`config.mk`:
```
export PLATFORM = sky130hd
export DESIGN_NAME = serial_command_pin_sequencer_top
export DESIGN_NICKNAME = d
export VERILOG_FILES = /design/src/scps_pkg.sv /design/src/scps_parser.sv /design/src/scps_seq.sv /design/src/serial_command_pin_sequencer_top.sv
export SDC_FILE = /design/constraint.sdc
export NUM_CORES = 1
export LEC_CHECK = 0
export ABC_CLOCK_PERIOD_IN_PS = 3700
export BUFFER_PORTS_ARGS = -buffer_cell sky130_fd_sc_hd__buf_2
export CAP_MARGIN = 10
export CORE_ASPECT_RATIO = 1.25
export CORE_UTILIZATION = 50
export DETAILED_ROUTE_END_ITERATION = 10
export PLACE_DENSITY_LB_ADDON = 0.15
export SLEW_MARGIN = 20
export SYNTH_ARGS = -nofsm -noshare
export SYNTH_HDL_FRONTEND = slang
export SYNTH_SLANG_ARGS = --single-unit
```
`constraint.sdc`:
```
create_clock -name clk_i -period 3.7 [get_ports clk_i]
set_input_delay 0.37 -clock clk_i [delete_from_list [all_inputs] [get_ports clk_i]]
set_output_delay 0.37 -clock clk_i [all_outputs]
set_load 0.01 [all_outputs]
```
`src/scps_pkg.sv`:
```
`default_nettype none

package scps_pkg;

  typedef enum logic [2:0] {
    MsgNone      = 3'd0,
    MsgBootStart = 3'd1,
    MsgBootOk    = 3'd2,
    MsgRunStart  = 3'd3,
    MsgRunOk     = 3'd4,
    MsgReset     = 3'd5,
    MsgUnknown   = 3'd6
  } msg_e;

  // Decoded command, valid for one step when a terminator closes a command.
  typedef struct packed {
    logic boot;
    logic run;
    logic rst;
    logic unknown;
  } cmd_t;

  typedef struct packed {
    logic [7:0] strap_setup_ticks;
    logic [7:0] enable_low_ticks;
    logic [7:0] boot_settle_ticks;
  } cfg_t;

  typedef struct packed {
    logic enable;
    logic strap;
    msg_e msg;
    logic busy;
  } seq_res_t;

  typedef struct packed {
    logic boot;
    logic run;
    logic rst;
  } kw_hit_t;

  localparam logic [7:0] MaxCommandChars = 8'd31;

  localparam logic [7:0] ChBang = 8'h21;
  localparam logic [7:0] ChCr   = 8'h0D;
  localparam logic [7:0] ChLf   = 8'h0A;
  localparam logic [7:0] ChLowA = 8'h61;
  localparam logic [7:0] ChLowZ = 8'h7A;
  localparam logic [7:0] CaseOffset = 8'h20;

  localparam logic [7:0] ChB = 8'h42;
  localparam logic [7:0] ChN = 8'h4E;
  localparam logic [7:0] ChO = 8'h4F;
  localparam logic [7:0] ChR = 8'h52;
  localparam logic [7:0] ChS = 8'h53;
  localparam logic [7:0] ChT = 8'h54;
  localparam logic [7:0] ChU = 8'h55;

  localparam logic [7:0] CfgStrapSetupReset = 8'd2;
  localparam logic [7:0] CfgEnableLowReset  = 8'd5;
  localparam logic [7:0] CfgBootSettleReset = 8'd12;

  // Which keywords have character c at position pos.
  function automatic kw_hit_t keyword_hits(input logic [2:0] pos, input logic [7:0] c);
    kw_hit_t h;
    h = '0;
    unique case (pos)
      3'd0: begin
        h.boot = (c == ChB);
        h.run  = (c == ChR);
        h.rst  = (c == ChR);
      end
      3'd1: begin
        h.boot = (c == ChO);
        h.run  = (c == ChU);
        h.rst  = (c == ChS);
      end
      3'd2: begin
        h.boot = (c == ChO);
        h.run  = (c == ChN);
        h.rst  = (c == ChT);
      end
      3'd3: begin
        h.boot = (c == ChT);
      end
      default: begin
        h = '0;
      end
    endcase
    return h;
  endfunction

endpackage

`default_nettype wire

```
`src/scps_parser.sv`:
```
`default_nettype none

module scps_parser import scps_pkg::*; (
  input  wire logic       clk_i,
  input  wire logic       rst_ni,
  input  wire logic       step_i,
  input  wire logic [7:0] byte_i,
  output cmd_t            cmd_o
);

  logic       in_cmd_q, in_cmd_d;
  logic [2:0] count_q, count_d;
  logic       boot_q, boot_d;
  logic       run_q, run_d;
  logic       rst_q, rst_d;

  logic [7:0] upper;
  kw_hit_t    hits;
  cmd_t       cmd;

  always_comb begin
    if (byte_i >= ChLowA && byte_i <= ChLowZ) begin
      upper = byte_i - CaseOffset;
    end else begin
      upper = byte_i;
    end
    hits = keyword_hits(count_q, upper);
  end

  always_comb begin
    in_cmd_d = in_cmd_q;
    count_d  = count_q;
    boot_d   = boot_q;
    run_d    = run_q;
    rst_d    = rst_q;
    cmd      = '0;
    if (step_i) begin
      if (!in_cmd_q) begin
        if (byte_i == ChBang) begin
          in_cmd_d = 1'b1;
          count_d  = 3'd0;
          boot_d   = 1'b1;
          run_d    = 1'b1;
          rst_d    = 1'b1;
        end
      end else if (byte_i == ChCr || byte_i == ChLf) begin
        priority if (boot_q && count_q == 3'd4) begin
          cmd.boot = 1'b1;
        end else if (run_q && count_q == 3'd3) begin
          cmd.run = 1'b1;
        end else if (rst_q && count_q == 3'd3) begin
          cmd.rst = 1'b1;
        end else begin
          cmd.unknown = 1'b1;
        end
        in_cmd_d = 1'b0;
        count_d  = 3'd0;
        boot_d   = 1'b1;
        run_d    = 1'b1;
        rst_d    = 1'b1;
      end else if ({5'd0, count_q} < MaxCommandChars) begin
        boot_d = boot_q & hits.boot;
        run_d  = run_q & hits.run;
        rst_d  = rst_q & hits.rst;
        if (count_q != 3'd7) begin
          count_d = count_q + 3'd1;
        end
      end
    end
  end

  always_ff @(posedge clk_i or negedge rst_ni) begin
    if (!rst_ni) begin
      in_cmd_q <= 1'b0;
      count_q  <= 3'd0;
      boot_q   <= 1'b1;
      run_q    <= 1'b1;
      rst_q    <= 1'b1;
    end else begin
      in_cmd_q <= in_cmd_d;
      count_q  <= count_d;
      boot_q   <= boot_d;
      run_q    <= run_d;
      rst_q    <= rst_d;
    end
  end

  assign cmd_o = cmd;

endmodule

`default_nettype wire

```
`src/scps_seq.sv`:
```
`default_nettype none

module scps_seq import scps_pkg::*; (
  input  wire logic clk_i,
  input  wire logic rst_ni,
  input  wire logic tick_i,
  input  cmd_t      cmd_i,
  input  cfg_t      cfg_i,
  output logic      busy_o,
  output seq_res_t  res_o
);

  typedef enum logic [2:0] {
    PhIdle       = 3'd0,
    PhBootStrap  = 3'd1,
    PhBootEnLow  = 3'd2,
    PhBootSettle = 3'd3,
    PhRunStrap   = 3'd4,
    PhRunEnLow   = 3'd5,
    PhRstEnLow   = 3'd6
  } phase_e;

  phase_e     phase_q, phase_d;
  logic [7:0] ticks_q, ticks_d;
  logic       en_q, en_d;
  logic       strap_q, strap_d;
  msg_e       msg;

  always_comb begin
    phase_d = phase_q;
    ticks_d = ticks_q;
    en_d    = en_q;
    strap_d = strap_q;
    msg     = MsgNone;
    if (tick_i) begin
      if (phase_q != PhIdle) begin
        if (ticks_q > 8'd1) begin
          ticks_d = ticks_q - 8'd1;
        end else begin
          unique case (phase_q)
            PhBootStrap: begin
              en_d    = 1'b0;
              phase_d = PhBootEnLow;
              ticks_d = cfg_i.enable_low_ticks;
            end
            PhBootEnLow: begin
              en_d    = 1'b1;
              phase_d = PhBootSettle;
              ticks_d = cfg_i.boot_settle_ticks;
            end
            PhBootSettle: begin
              phase_d = PhIdle;
              ticks_d = 8'd0;
              msg     = MsgBootOk;
            end
            PhRunStrap: begin
              en_d    = 1'b0;
              phase_d = PhRunEnLow;
              ticks_d = cfg_i.enable_low_ticks;
            end
            PhRunEnLow: begin
              en_d    = 1'b1;
              phase_d = PhIdle;
              ticks_d = 8'd0;
              msg     = MsgRunOk;
            end
            PhIdle: begin
              phase_d = PhIdle;
            end
            default: begin
              en_d    = 1'b1;
              phase_d = PhIdle;
              ticks_d = 8'd0;
            end
          endcase
        end
      end
    end else if (cmd_i.boot) begin
      strap_d = 1'b0;
      phase_d = PhBootStrap;
      ticks_d = cfg_i.strap_setup_ticks;
      msg     = MsgBootStart;
    end else if (cmd_i.run) begin
      strap_d = 1'b1;
      phase_d = PhRunStrap;
      ticks_d = cfg_i.strap_setup_ticks;
      msg     = MsgRunStart;
    end else if (cmd_i.rst) begin
      en_d    = 1'b0;
      phase_d = PhRstEnLow;
      ticks_d = cfg_i.enable_low_ticks;
      msg     = MsgReset;
    end else if (cmd_i.unknown) begin
      msg = MsgUnknown;
    end
  end

  always_ff @(posedge clk_i or negedge rst_ni) begin
    if (!rst_ni) begin
      phase_q <= PhIdle;
      ticks_q <= 8'd0;
      en_q    <= 1'b1;
      strap_q <= 1'b1;
    end else begin
      phase_q <= phase_d;
      ticks_q <= ticks_d;
      en_q    <= en_d;
      strap_q <= strap_d;
    end
  end

  assign busy_o       = (phase_q != PhIdle);
  assign res_o.enable = en_d;
  assign res_o.strap  = strap_d;
  assign res_o.msg    = msg;
  assign res_o.busy   = (phase_d != PhIdle);

endmodule

`default_nettype wire

```
`src/serial_command_pin_sequencer_top.sv`:
```
`default_nettype none

// Console command sequencer for a target's enable and boot strap pins. Each input item is
// either a received byte or a 1 ms tick, and each gives exactly one result item carrying
// the pin levels, a message code and the busy and dropped flags. The block takes one item
// per clock cycle while the far side does not stall: each item is captured in the input
// register, and when it moves on the parser and sequencer state advance while the result
// is written to the output register. While the far side stalls, the output register holds
// its result, the item behind it waits in the input register, and the input channel
// stalls once that register is full.
// Configuration writes are always ready and take effect at the next wait load.
module serial_command_pin_sequencer_top import scps_pkg::*; (
  input  wire logic       clk_i,
  input  wire logic       rst_ni,
  input  wire logic       in_valid_i,
  output logic            in_stall_o,
  input  wire logic       opcode_i,
  input  wire logic [7:0] rx_byte_i,
  output logic            out_valid_o,
  input  wire logic       out_stall_i,
  output logic            enable_level_o,
  output logic            strap_level_o,
  output logic [2:0]      message_o,
  output logic            busy_res_o,
  output logic            byte_dropped_o,
  input  wire logic       cfg_valid_i,
  output logic            cfg_ready_o,
  input  wire logic [1:0] cfg_index_i,
  input  wire logic [7:0] cfg_data_i
);

  typedef enum logic [1:0] {
    CfgStrapSetup = 2'd0,
    CfgEnableLow  = 2'd1,
    CfgBootSettle = 2'd2,
    CfgNone       = 2'd3
  } cfg_idx_e;

  logic       in_valid_q;
  logic       in_opcode_q;
  logic [7:0] in_byte_q;
  logic       out_valid_q;
  seq_res_t   out_res_q;
  logic       out_dropped_q;
  cfg_t       cfg_q;

  logic       accept_in;
  logic       advance;
  logic       busy;
  logic       byte_step;
  logic       tick_step;
  logic       dropped;
  cmd_t       cmd;
  seq_res_t   res;

  assign advance    = in_valid_q && (!out_valid_q || !out_stall_i);
  assign in_stall_o = in_valid_q && !advance;
  assign accept_in  = in_valid_i && !in_stall_o;
  assign tick_step  = advance && in_opcode_q;
  assign byte_step  = advance && !in_opcode_q && !busy;
  assign dropped    = !in_opcode_q && busy;

  always_ff @(posedge clk_i or negedge rst_ni) begin
    if (!rst_ni) begin
      in_valid_q <= 1'b0;
    end else if (accept_in) begin
      in_valid_q <= 1'b1;
    end else if (advance) begin
      in_valid_q <= 1'b0;
    end
  end

  always_ff @(posedge clk_i) begin
    if (accept_in) begin
      in_opcode_q <= opcode_i;
      in_byte_q   <= rx_byte_i;
    end
  end

  scps_parser u_parser (
    .clk_i  (clk_i),
    .rst_ni (rst_ni),
    .step_i (byte_step),
    .byte_i (in_byte_q),
    .cmd_o  (cmd)
  );

  scps_seq u_seq (
    .clk_i  (clk_i),
    .rst_ni (rst_ni),
    .tick_i (tick_step),
    .cmd_i  (cmd),
    .cfg_i  (cfg_q),
    .busy_o (busy),
    .res_o  (res)
  );

  always_ff @(posedge clk_i or negedge rst_ni) begin
    if (!rst_ni) begin
      out_valid_q <= 1'b0;
    end else if (advance) begin
      out_valid_q <= 1'b1;
    end else if (!out_stall_i) begin
      out_valid_q <= 1'b0;
    end
  end

  always_ff @(posedge clk_i) begin
    if (advance) begin
      out_res_q     <= res;
      out_dropped_q <= dropped;
    end
  end

  always_ff @(posedge clk_i or negedge rst_ni) begin
    if (!rst_ni) begin
      cfg_q.strap_setup_ticks <= CfgStrapSetupReset;
      cfg_q.enable_low_ticks  <= CfgEnableLowReset;
      cfg_q.boot_settle_ticks <= CfgBootSettleReset;
    end else if (cfg_valid_i) begin
      unique case (cfg_idx_e'(cfg_index_i))
        CfgStrapSetup: cfg_q.strap_setup_ticks <= cfg_data_i;
        CfgEnableLow:  cfg_q.enable_low_ticks  <= cfg_data_i;
        CfgBootSettle: cfg_q.boot_settle_ticks <= cfg_data_i;
        CfgNone: begin
        end
        default: begin
        end
      endcase
    end
  end

  assign cfg_ready_o    = 1'b1;
  assign out_valid_o    = out_valid_q;
  assign enable_level_o = out_res_q.enable;
  assign strap_level_o  = out_res_q.strap;
  assign message_o      = out_res_q.msg;
  assign busy_res_o     = out_res_q.busy;
  assign byte_dropped_o = out_dropped_q;

endmodule

`default_nettype wire

```
== Yosys cells after proc, flatten, opt, wreduce, memory -nomap -nowiden ==
Cells that the tools add are included.

* Bitwise operators: 3
* Multiplexer cells: 62
* $add $sub $neg: 3
* Equality and inequality tests: 26
* Reductions and logical operators: 36
* Magnitude comparators: 3

{| class="wikitable"
|+ Operator list
! operator !! number
|-
| $eq 8x7->1 const B || 7
|-
| $mux 8 || 7
|-
| $mux 3 || 18
|-
| $mux 1 || 27
|-
| $pmux 8 s3 || 1
|-
| $eq 8x4->1 const B || 2
|-
| $eq 3x2->1 const B || 4
|-
| $mux 4 || 3
|-
| $logic_and 1x1->1 || 11
|-
| $eq 3x3->1 const B || 3
|-
| $pmux 3 s3 || 1
|-
| $eq 8x6->1 const B || 1
|-
| $ge 8x7->1 const B || 1
|-
| $gt 8x1->1 const B || 1
|-
| $le 8x7->1 const B || 1
|-
| $reduce_and 2->1 || 4
|-
| $sub 8x1->8 const B || 1
|-
| $sub 8x6->8 const B || 1
|-
| $eq 3x1->1 const B || 2
|-
| $logic_not 1->1 || 6
|-
| $logic_not 3->1 || 2
|-
| $ne 3x3->1 const B || 2
|-
| $pmux 2 s3 || 1
|-
| $pmux 3 s2 || 1
|-
| 17 further kinds || 25
|}

* Flip-flop bits (word level): 62
* Word-level logic and storage cells: 154

== Longest topological paths before layout ==
* Depth in word-level cells: 13
* Depth in mapped cells: 8
* Depth with buffers taken out: 7

== Cells and area by module ==
From an unflattened synthesis, not the netlist that was laid out.

* Cell total of the unflattened synthesis: 322
* Area total of the unflattened synthesis: 3523.4 µm²

{| class="wikitable"
|+ Modules (own cells, without submodules)
! module !! times used !! area an instance (µm²) !! cells each
|-
| serial_command_pin_sequencer_top || 1 || 1520.2 || 82
|-
| scps_seq || 1 || 1229.9 || 154
|-
| scps_parser || 1 || 773.2 || 86
|}

== Worst setup path after synthesis ==
Ideal clock, no wire load.

* Path type: flip-flop to flip-flop
* From: reg u_seq.ticks_q[0]
* To: reg out_res_q, in the netlist busy_res_o (data pin)
* Buffers on the path: 1
* Arrival: 1845 ps
* Stages on the path, launching flop included: 9
* Data required time: 3435 ps
* Slack: 1590 ps
* Cell sequence: dfrtp_1 inv_1 ha_1 or2_2 and3_1 buf_2 nand3_1 nand3_1 or3_1

{| class="wikitable"
|+ RTL lines
! what !! RTL line !! RTL
|-
| start: declaration || scps_seq.sv:24 || <nowiki>logic [7:0] ticks_q, ticks_d;</nowiki>
|-
| start signal: assignment || scps_seq.sv:106 || <nowiki>ticks_q <= ticks_d;</nowiki>
|-
| end signal: assignment || serial_command_pin_sequencer_top.sv:110 || <nowiki>out_res_q <= res;</nowiki>
|-
| end: declaration || serial_command_pin_sequencer_top.sv:43 || <nowiki>seq_res_t out_res_q;</nowiki>
|}

==> qor.csv <==
stage,metric,value,unit
run_status,status,finished clean,
route,routed wire length,7670,µm
die,Die H,96.1,µm
critical_path,Critical Path Sink Type,flip-flop,
route,Vias,2704,
power,static leakage,1.73,nW
global_route,first-pass GRT wire length,12800,µm
timing,actual slew at the worst max-slew pin,0.692,ns
clock_tree,H-tree depth,3,
route,via/cell ratio,6.01,
place,dpl cells,434,
critical_path,R2R depth,7,
layout,area delta synth->final,13.0,%
power,clock share of power,40.8,%
die,I/O pins,34,
die,Core Rows,33,
synthesis,Synth cell types,66,
timing,Rel. slew slack,53.7,%
layout,Antenna diodes,0,
synthesis,most common cell in the netlist,dfrtp_1,
power,VDD IR max,0.360,mV
critical_path,"Req. time, crit path",3.79,ns
layout,final net count,391,
global_route,Total Routing Usage GR,23.0,%
place,detailed placement HPWL,5590,µm
synthesis,Post-Syn Instances,329,
timing,RSZ-0062 raised after global routing,false,
clock_tree,number of gates resized after cts,0,
synthesis,"Top FF cell, synth",dfrtp_1,
clock_tree,CTS Sinks,62,
power,NetSw,0.440,mW
clock_tree,CTS Hold Bufs,0,
critical_path,Startpoint Class,flip-flop,
synthesis,"Warnings, synthesis",0,
die,Core Area,6690,µm²
synthesis,Yosys top cell area share,25.5,%
route,DRT Pass-1 Iters,4,
timing,final setup TNS,0,ns
hold_path,Hold Path Class,in2async,
timing,final worst slack,1.13,ns
global_route,largest net degree at the start of global routing,47,
power,Net Sw Frac,24.0,%
place,IO buf count,32,
die,Starting Density,52.9,%
route,ANT nets after route,0,
layout,Finished Core Util,59.8,%
route,Iter 0 DRT Violations,167,
critical_path,reg2reg start,u_seq.ticks_q[0]$_DFFE_PN0P_,
global_route,vias in the first global route,2592,
power,Gate power share,11.9,%
synthesis,sequential area share after synthesis,46.4,%
layout,layout cells sized above 1,29.8,%
timing,period utilization,69.6,%
route,drt wl/cell,17.0,µm
timing,FMAX,388,MHz
power,Power Internal,1.39,mW
timing,Tmin final,2.57,ns
timing,Layout Skew,0.00815,ns
critical_path,Crit Path Max Fanout,11,
critical_path,r2r endpoint,busy_res_o$_DFFE_PP_,
critical_path,r2r setup slk,1.13,ns
synthesis,cell area after synthesis,3540,µm²
run,max cap viols,0,
place,RD Place Congestion,0.906,
clock_tree,clock transition at the registers of the reported paths,0.07,ns
synthesis,Mapped Nets,362,
global_route,initial antenna violation count,0,
place,pre-CTS setup slack,1.18,ns
clock_tree,postcts setup bufs,0,
synthesis,syn_area_per_cell,10.8,µm²
synthesis,Yosys reg bits,62,
die,DIE AREA,7420,µm²
route,DR DRC count,0,
timing,Final Slew Violations,0,
synthesis,synth top area cells,"dfrtp_1, edfxtp_1, mux2_2",
power,Final Total Pwr,1.83,mW
die,Die Width,77.3,µm
clock_tree,Clock Path Buffers,2,
layout,Layout Cells excl Fill,450,
critical_path,critical path type,reg2reg,
clock_tree,CTS tree,done,
power,Pwr per Cell Area,458,nW/µm²
clock_tree,CTS buffer count,9,
synthesis,synth cell count leaders,"dfrtp_1, mux2_2, nand2_1, nor2_1, edfxtp_1",
timing,# setup viols final,0,
synthesis,Synth area leader,dfrtp_1,
synthesis,Post-synth EDFFs,16,
timing,"Hold Vio Cnt, Final",0,
critical_path,Worst Path Arrival,2.66,ns
power,Seq pwr share,47.3,%
clock_tree,clk_lat worst skew,0.34,ns
synthesis,ys async rst share,74.2,%
global_route,grt ovf,0,
clock_tree,CTS root buffer,clkbuf_8,
layout,fillcell total,591,
[critical path: stages (launching register included)]
cell     delay [ns]
dfrtp_1        0.44
inv_1          0.12
ha_1           0.26
or2_2          0.19
and3_1         0.41
nand2_1        0.17
a211o_1        0.34
or3_1          0.38
[routing by layer]
layer	up-vias	track usage (%)	share of wire (%)
met3	13	4.83	3.8
met2	76	37.7	49
met1	1313	28.8	45
met4	0	11.6	1.9
met5	-	0	0
li1	1302	-	-
[metrics by stage]
| stage | hold slack, ns | cell area [µm²] |
|---|---|---|
| floorplan | 0.0744 | 3540 |
| global placement | 0.470 | 3740 |
| detailed placement | 0.478 | 3740 |
| CTS | 0.184 | 4000 |
| global route | 0.0745 | 4000 |
| finish | 0.0249 | 4000 |
[registers in the layout, indices dropped and copies added, names as in the netlist, 3 cells and up]
register          count
in_byte_q             8
u_seq.ticks_q         8
cfg_q                24
u_seq.phase_q         3
u_parser.count_q      3
message_o             3
[placed cells by master (no fill, tap or decap), drive strengths merged, types with 5 or more instances in the layout]
cell	n
edfxtp	16
nand3	10
and2	5
a211oi	8
dfstp	10
nand2	23
a31oi	5
o21ai	14
nor2	19
ha	9
and3	7
nor3b	5
mux2i	5
buf	32
clkbuf	13
inv	14
a21oi	11
nand3b	7
o211ai	5
a22oi	5
mux2	31
nor3	11
dfrtp	36
[power by group through the flow]
| stage | Combinational (mW) | Sequential (mW) | Clock [mW] |
|---|---|---|---|
| floorplan | 0.160 | 0.854 | 0 |
| global placement | 0.214 | 0.878 | 0 |
| detailed placement | 0.218 | 0.880 | 0 |
| CTS | 0.220 | 0.867 | 0.765 |
| global route | 0.243 | 0.878 | 0.794 |
| finish | 0.217 | 0.866 | 0.748 |
[logic make-up after synthesis]
logic type | after synthesis | share of synthesized area [%]
AOI/OAI and AO/OA | 80 | 16.2
xor gates and xnor gates | 2 | 0.495
adders and majority gates | 9 | 3.18
buffers and inverters | 27 | 3.36
DFF | 62 | 46.4
muxes | 36 | 11.3
other | 1 | 0.106
and+or+nand+nor | 112 | 18.9
[cell type report]
class / instances / area [µm²] / area share [%]
clock buffer: 13 / 191 / 4.78
clock inverter: 3 / 68.8 / 1.72
inverter: 13 / 48.8 / 1.22
multi-input combinational: 240 / 1780 / 44.4
sequential: 62 / 1640 / 41.1
tap: 87 / 109 / 2.72
timing repair buffer: 32 / 163 / 4.07
[worst max path at each step]
stage | startpoint | to | slack, ns | depth (start not counted)
floorplan | u_seq.ticks_q[0]$_DFFE_PN0P_ | busy_res_o$_DFFE_PP_ | 1.59 | 8
global placement | u_seq.ticks_q[0]$_DFFE_PN0P_ | busy_res_o$_DFFE_PP_ | 1.27 | 7
detailed placement | u_seq.ticks_q[0]$_DFFE_PN0P_ | busy_res_o$_DFFE_PP_ | 1.18 | 7
CTS | u_seq.ticks_q[0]$_DFFE_PN0P_ | busy_res_o$_DFFE_PP_ | 1.13 | 7
global route | u_seq.ticks_q[0]$_DFFE_PN0P_ | busy_res_o$_DFFE_PP_ | 1.00 | 7
finish | u_seq.ticks_q[0]$_DFFE_PN0P_ | busy_res_o$_DFFE_PP_ | 1.13 | 7
(Power assumes the default switching activity.)
